$ cat config.mk
export PLATFORM = sky130hd
export DESIGN_NAME = cpf_fifo
export DESIGN_NICKNAME = d
export VERILOG_FILES = /design/src/hdl/cpf_pkg.sv /design/src/hdl/cpf_fifo.sv
export SDC_FILE = /design/constraint.sdc
export NUM_CORES = 1
export LEC_CHECK = 0
export BUFFER_PORTS_ARGS = -buffer_cell sky130_fd_sc_hd__buf_2
export CAP_MARGIN = 40
export CORE_AREA = 2 2 354 356
export CTS_CLUSTER_SIZE = 16
export DETAILED_ROUTE_END_ITERATION = 7
export DIE_AREA = 0 0 356 358
export PLACE_DENSITY_LB_ADDON = 0.15
export SLEW_MARGIN = 30
export SYNTH_ARGS = -nofsm -noshare
export SYNTH_HDL_FRONTEND = slang
export SYNTH_SLANG_ARGS = --single-unit
$ cat constraint.sdc
create_clock -name clock -period 26.1 [get_ports clock]
set_clock_uncertainty 0.1 [all_clocks]
set_input_delay 5.22 -clock clock [delete_from_list [all_inputs] [get_ports clock]]
set_output_delay 5.22 -clock clock [all_outputs]
set_load 0.01 [all_outputs]
$ cat src/hdl/cpf_pkg.sv
`default_nettype none
package cpf_pkg;

   // Curve parameter format and point budget
   localparam int T_FRAC_BITS = 16;
   localparam int MAX_POINTS  = 64;
   localparam int HW          = 40;   // width of polynomial coefficients and Horner terms
   localparam int CNT_W       = $clog2(MAX_POINTS);
   localparam logic [T_FRAC_BITS:0] T_ONE = {1'b1, {T_FRAC_BITS{1'b0}}};
   localparam int DT_MIN_INT  = ((1 << T_FRAC_BITS) + MAX_POINTS - 1) / MAX_POINTS;
   localparam logic [T_FRAC_BITS-1:0] DT_MIN = T_FRAC_BITS'(DT_MIN_INT);
   localparam logic [CNT_W-1:0] PT_LIMIT = CNT_W'(MAX_POINTS - 1);
   localparam logic [31:0] SQRT8_Q30 = 32'd3037000500;
   localparam logic [15:0] TOL_RESET = 16'd64;
   localparam int FIFO_DEPTH  = 2;

   typedef enum logic [1:0] {
      OP_MOVE  = 2'd0,
      OP_LINE  = 2'd1,
      OP_CUBIC = 2'd2,
      OP_CLOSE = 2'd3
   } opcode_type;

   // One classified command as it travels from front to back
   typedef struct packed {
      opcode_type             op;
      logic signed [31:0]     p0x;
      logic signed [31:0]     p0y;
      logic signed [31:0]     endx;
      logic signed [31:0]     endy;
      logic signed [HW-1:0]   ax;
      logic signed [HW-1:0]   ay;
      logic signed [HW-1:0]   bx;
      logic signed [HW-1:0]   by;
      logic signed [HW-1:0]   cx;
      logic signed [HW-1:0]   cy;
      logic signed [HW-1:0]   sx;
      logic signed [HW-1:0]   sy;
   } cmd_type;

   typedef enum logic [3:0] {
      ST_IDLE,
      ST_DISPATCH,
      ST_SQ,
      ST_SMAX,
      ST_SQRT1,
      ST_NUM,
      ST_CMP,
      ST_DIV,
      ST_SQRT2,
      ST_PT_CHECK,
      ST_M1,
      ST_M2,
      ST_M3,
      ST_EMIT_PT,
      ST_EMIT_END,
      ST_EMIT_CLOSE
   } state_type;

   function automatic logic [HW-1:0] mag_hw(input logic signed [HW-1:0] v);
      mag_hw = v[HW-1] ? HW'(-v) : HW'(v);
   endfunction

   // v * t / ONE, rounded to nearest, ties away from zero
   function automatic logic signed [HW-1:0] mul_t(input logic signed [HW-1:0] v,
                                                  input logic [T_FRAC_BITS-1:0] t);
      logic [HW-1:0]             m;
      logic [HW+T_FRAC_BITS-1:0] p;
      logic [HW+T_FRAC_BITS-1:0] rnd;
      logic [HW+T_FRAC_BITS-1:0] r;
      m   = mag_hw(v);
      p   = {{T_FRAC_BITS{1'b0}}, m} * {{HW{1'b0}}, t};
      rnd = {{HW{1'b0}}, 1'b1, {(T_FRAC_BITS-1){1'b0}}};
      r   = (p + rnd) >> T_FRAC_BITS;
      mul_t = v[HW-1] ? -$signed(r[HW-1:0]) : $signed(r[HW-1:0]);
   endfunction

   function automatic logic signed [31:0] sat32(input logic signed [HW-1:0] v);
      if (!v[HW-1] && (|v[HW-2:31])) begin
         sat32 = 32'sh7FFF_FFFF;
      end else if (v[HW-1] && !(&v[HW-2:31])) begin
         sat32 = 32'sh8000_0000;
      end else begin
         sat32 = v[31:0];
      end
   endfunction

endpackage
`default_nettype wire

$ cat src/hdl/cpf_fifo.sv
`default_nettype none
module cpf_fifo (
   input  wire logic              clock,
   input  wire logic              reset,
   input  wire logic              push,
   input  wire cpf_pkg::cmd_type  push_data,
   output logic                   full,
   input  wire logic              pop,
   output cpf_pkg::cmd_type       pop_data,
   output logic                   empty
);
   import cpf_pkg::*;

   localparam int PW = $clog2(FIFO_DEPTH);
   localparam int CW = $clog2(FIFO_DEPTH + 1);

   cmd_type         mem_ff [FIFO_DEPTH];
   logic [PW-1:0]   wr_ptr_ff, wr_ptr_in;
   logic [PW-1:0]   rd_ptr_ff, rd_ptr_in;
   logic [CW-1:0]   count_ff, count_in;

   assign full     = (count_ff == CW'(FIFO_DEPTH));
   assign empty    = (count_ff == '0);
   assign pop_data = mem_ff[rd_ptr_ff];

   // Pointer and fill count update
   always_comb begin
      wr_ptr_in = wr_ptr_ff;
      rd_ptr_in = rd_ptr_ff;
      count_in  = count_ff;
      if (push) begin
         wr_ptr_in = (wr_ptr_ff == PW'(FIFO_DEPTH - 1)) ? '0 : wr_ptr_ff + PW'(1);
      end
      if (pop) begin
         rd_ptr_in = (rd_ptr_ff == PW'(FIFO_DEPTH - 1)) ? '0 : rd_ptr_ff + PW'(1);
      end
      if (push && !pop) begin
         count_in = count_ff + CW'(1);
      end else if (pop && !push) begin
         count_in = count_ff - CW'(1);
      end
   end

   always_ff @(posedge clock) begin
      if (reset) begin
         wr_ptr_ff <= '0;
         rd_ptr_ff <= '0;
         count_ff  <= '0;
      end else begin
         wr_ptr_ff <= wr_ptr_in;
         rd_ptr_ff <= rd_ptr_in;
         count_ff  <= count_in;
      end
   end

   always_ff @(posedge clock) begin
      if (push) begin
         mem_ff[wr_ptr_ff] <= push_data;
      end
   end

`ifndef SYNTHESIS
   a_no_overflow: assert property (@(posedge clock) disable iff (reset)
      full |-> !push)
      else $error("fifo written while full");
   a_no_underflow: assert property (@(posedge clock) disable iff (reset)
      empty |-> !pop)
      else $error("fifo read while empty");
`endif

endmodule
`default_nettype wire

==> results.md <==
* Std cell rows at about 130
* Sequential fraction of the synthesis area at 0.789
* Reg-to-reg setup timing slack at between 20000 and 25000 ps
* First-iteration detailed-routing DRC count at between 1000 and 1500
* Vias in the first global route at around 18000
* Vias per std cell at about 4.2
* Share of Yosys cell area claimed by the top area cell type at 0.786
* Path category of the worst min-delay check: reg -> reg
* Total detailed-routing wirelength at 91700 microns
* Antenna-violating nets left at 0
* Residual overflow from global routing at 0
* Number of nets produced by synthesis at between 1500 and 2000
* GR met3 Demand/Resource at 0.0598
* Share of power burned in registers at 0.499
* Routed vias at around 17000
* Share of layout cells above drive strength 1 at 0.613
* Flip-flop and latch area at roughly 27000 sq um
* Number of instances in the placed design at roughly 3900
* Predominant post-synthesis flop cell: edfxtp_1
* Post-synth design cell area at between 30000 and 40000 sq um
* Int Pwr at roughly 2.7 mW
* Sort of element at the start of the critical path: register
* GRT Util Overall at 0.136
* DRC at 0
* RD Place Congestion at 0.786
* Power per Cell Area at slightly below 80 nW/um^2
* Worst Path Required at slightly above 20000 ps
* Reg2Reg Capture Point: mem_ff[0][186]$_DFFE_PP_
* Hold Path Depth at 2
* Final total power at between 3 and 4 mW
* Crit path DAT at between 4000 and 5000 ps
* CP Max Fanout at approximately 120
* Die Width at between 300 and 400 microns
* DIE HEIGHT at 358 microns
* Most frequent cell after synthesis: edfxtp_1
* Clock latency of the later-clocked register in the worst-skew pair at roughly 650 ps
* Commonest cells in the netlist: edfxtp_1 (900), mux2_4 (400), mux2_2 (50)
* Hold Startpoint: count_ff[1]$_SDFFE_PP0P_
* Initial antenna violation count at between 40 and 50
* Hold_buf cts at 0
* Kind of capture point of the worst setup path: output pin
* Number of standard cells in the final layout excluding fillers at 4136
* Met2 demand-to-capacity share in global routing at 0.242
* Post-synth top area cell: edfxtp_1
* Combinational share of power at 0.123
* Count of buffers added by post-CTS timing repair for setup at 0
* Count of input and output buffers at 905
* Global Route met1 Usage at 0.140
* Pin count of the biggest net entering global routing at 151
* First-pass GRT wire length at 126000 microns
* Number of instances in the synthesized netlist at 1422
* Total of cells resized after clock tree synthesis at 0
* Clock root buffer: clkbuf_16
* RSZ-0062 raised after global routing: no
* Rel. slew slack at 0.376
* Async SR Flop Fraction at 0
* Max-cap violations at 0
* Final hold vios at 0
* Final net count at approximately 2900
* Final setup viols at 0
* Clk pwr share at 0.378
* DR pass1 iterations at 5
* Number of enable flip-flop cells after synthesis at 900
* Static leakage power at 17.0 nW
* Synthesis-to-finish area growth at 27.9%
* Layer carrying the most global-route usage: met2
* Actual slew at the worst max-slew pin at 937 ps
* Startpoint-to-endpoint class of the critical path: reg -> out
* Share of the cycle needed by the critical path after routing at 0.388
* Net switching power of the design at 0.799 mW
* CTS clk-pin slew, worst paths at around 60 ps
* Worst supply voltage drop on vdd at around 0.052 mV
* Post-synthesis area per instance at between 20 and 25 sq um
* Flip-flop and latch count after synthesis at 905
* HPWL Detailed at 67200 microns
* Switching fraction of total power at 0.231
* Cells on worst reg2reg path at 7
* Average routed wire per standard cell at ~22 microns
* Number of filler cells placed in the layout at between 10000 and 15000
* Dominant cells by area after synthesis: edfxtp_1 (79%), mux2_4 (17%), mux2_2 (1.6%)
* Level count of the clock H-tree at 3
* Synth Warn # at 0
* Clock tree from TritonCTS: yes
* Outcome: finished, final reports clean
* Start of the worst register-to-register path: wr_ptr_ff$_SDFFE_PP0P_
* Total clock sinks at 905
* Total core area at about 120000 sq um
* Area taken by multi-input logic gates at 6680 sq um
* Maximum operating frequency at between 0.09 and 0.1 GHz
* Final max-slew violation count at 0
* Effective utilization at floorplan at 0.279
* Setup TNS after final layout at 0 ps
* Synth cell types at 18
* Number of buffers added by the clock tree synthesis step at about 100
* Final cell utilization of the core at 0.357
* Number of buffers on the longest clock path at 3
* Shortest period the worst path allows at roughly 10000 ps
* Worst Hold Endpoint: count_ff[1]$_SDFFE_PP0P_
* Count of boundary I/O pins at about 900
* Die Outline Area at between 100000 and 150000 sq um
[cells by family (layout without fill, tap and decap cells)]
logic type,count (synthesis),after routing,synth area share
muxes,450,450,0.191
and+or+nand+nor,9,9,0.00127
other,0,17,0
buffers and inverters,51,1111,0.0175
adders and majority gates,1,1,0.000364
DFF,905,905,0.789
AOI/OAI and AO/OA,2,2,0.000291
xor gates and xnor gates,4,4,0.00102
[through the flow]
step | area (sq um) | worst slack [ps] | hold slack (ps)
after global routing | 44000 | 15660 | 423
final | 44000 | 15960 | 402
after global placement | 40600 | 15720 | 385
after floorplan | 34400 | 151 | 361
after CTS | 43900 | 15620 | 402
after detailed placement | 40900 | 16380 | 391
[flip-flops by register name (all words and copies together) (netlist names), named ones only]
register / count
mem_ff: 900
count_ff: 2
rd_ptr_ff: 1
wr_ptr_ff: 1
[placed cells by master, fill, tap and decap left out]
master and n:
a21oi_1 1, and2_4 1, buf_12 5, buf_16 12, buf_2 905, buf_4 11
buf_6 3, bufinv_16 5, clkbuf_1 25, clkbuf_16 100, clkinv_1 17, clkinv_2 16
clkinv_4 2, clkinv_8 3, clkinvlp_4 3, dfxtp_1 4, dfxtp_4 1, diode_2 17
edfxtp_1 900, ha_1 1, inv_1 1, inv_16 1, inv_6 2, mux2_2 50
mux2_4 400, nor2_1 5, nor2b_1 1, nor2b_4 1, o21ai_0 1, or3_1 1
xnor2_1 2, xor2_1 2
[power groups by stage]
stage	Combinational [mW]	Sequential, mW	Clock [mW]
after floorplan	0.254	1.80	0
final	0.426	1.72	1.31
after global routing	0.455	1.73	1.40
after global placement	0.417	1.76	0
after CTS	0.432	1.73	1.36
after detailed placement	0.430	1.76	0
[worst max-delay path by stage]
| stage | depth (start not counted) | startpoint | to |
|---|---|---|---|
| 2_1_floorplan | 1 | push | mem_ff[0][0]$_DFFE_PP_ |
| 3_3_place_gp | 6 | register | pop_data[2] |
| 3_5_place_dp | 6 | register | pop_data[1] |
| 4_1_cts | 6 | register | pop_data[1] |
| 5_1_grt | 7 | register | pop_data[2] |
| 6_report | 7 | register | pop_data[1] |
[worst max-delay path, cell delays in order (launching register included)]
cell,delay [ps]
dfxtp_4,500
buf_16,280
buf_6,580
buf_4,490
buf_4,700
buf_12,640
mux2_2,420
buf_2,140
[metal layers]
| layer | wire, microns | vias up | share of wire |
|---|---|---|---|
| met5 | 307 | - | 0.0033 |
| met4 | 3180 | 46 | 0.035 |
| met3 | 8530 | 205 | 0.093 |
| met1 | 31800 | 8597 | 0.35 |
| met2 | 47900 | 653 | 0.52 |
| li1 | - | 7699 | - |
[layout make-up]
cell class	count	share of cell area
sequential	905	0.617
multi-input combinational	466	0.152
timing repair buffer	936	0.115
clock buffer	125	0.0590
tap	1637	0.0466
clock inverter	49	0.00956
antenna	17	0.000967
inverter	1	0.0000853
Note: power is estimated with default switching activity, not from simulation.
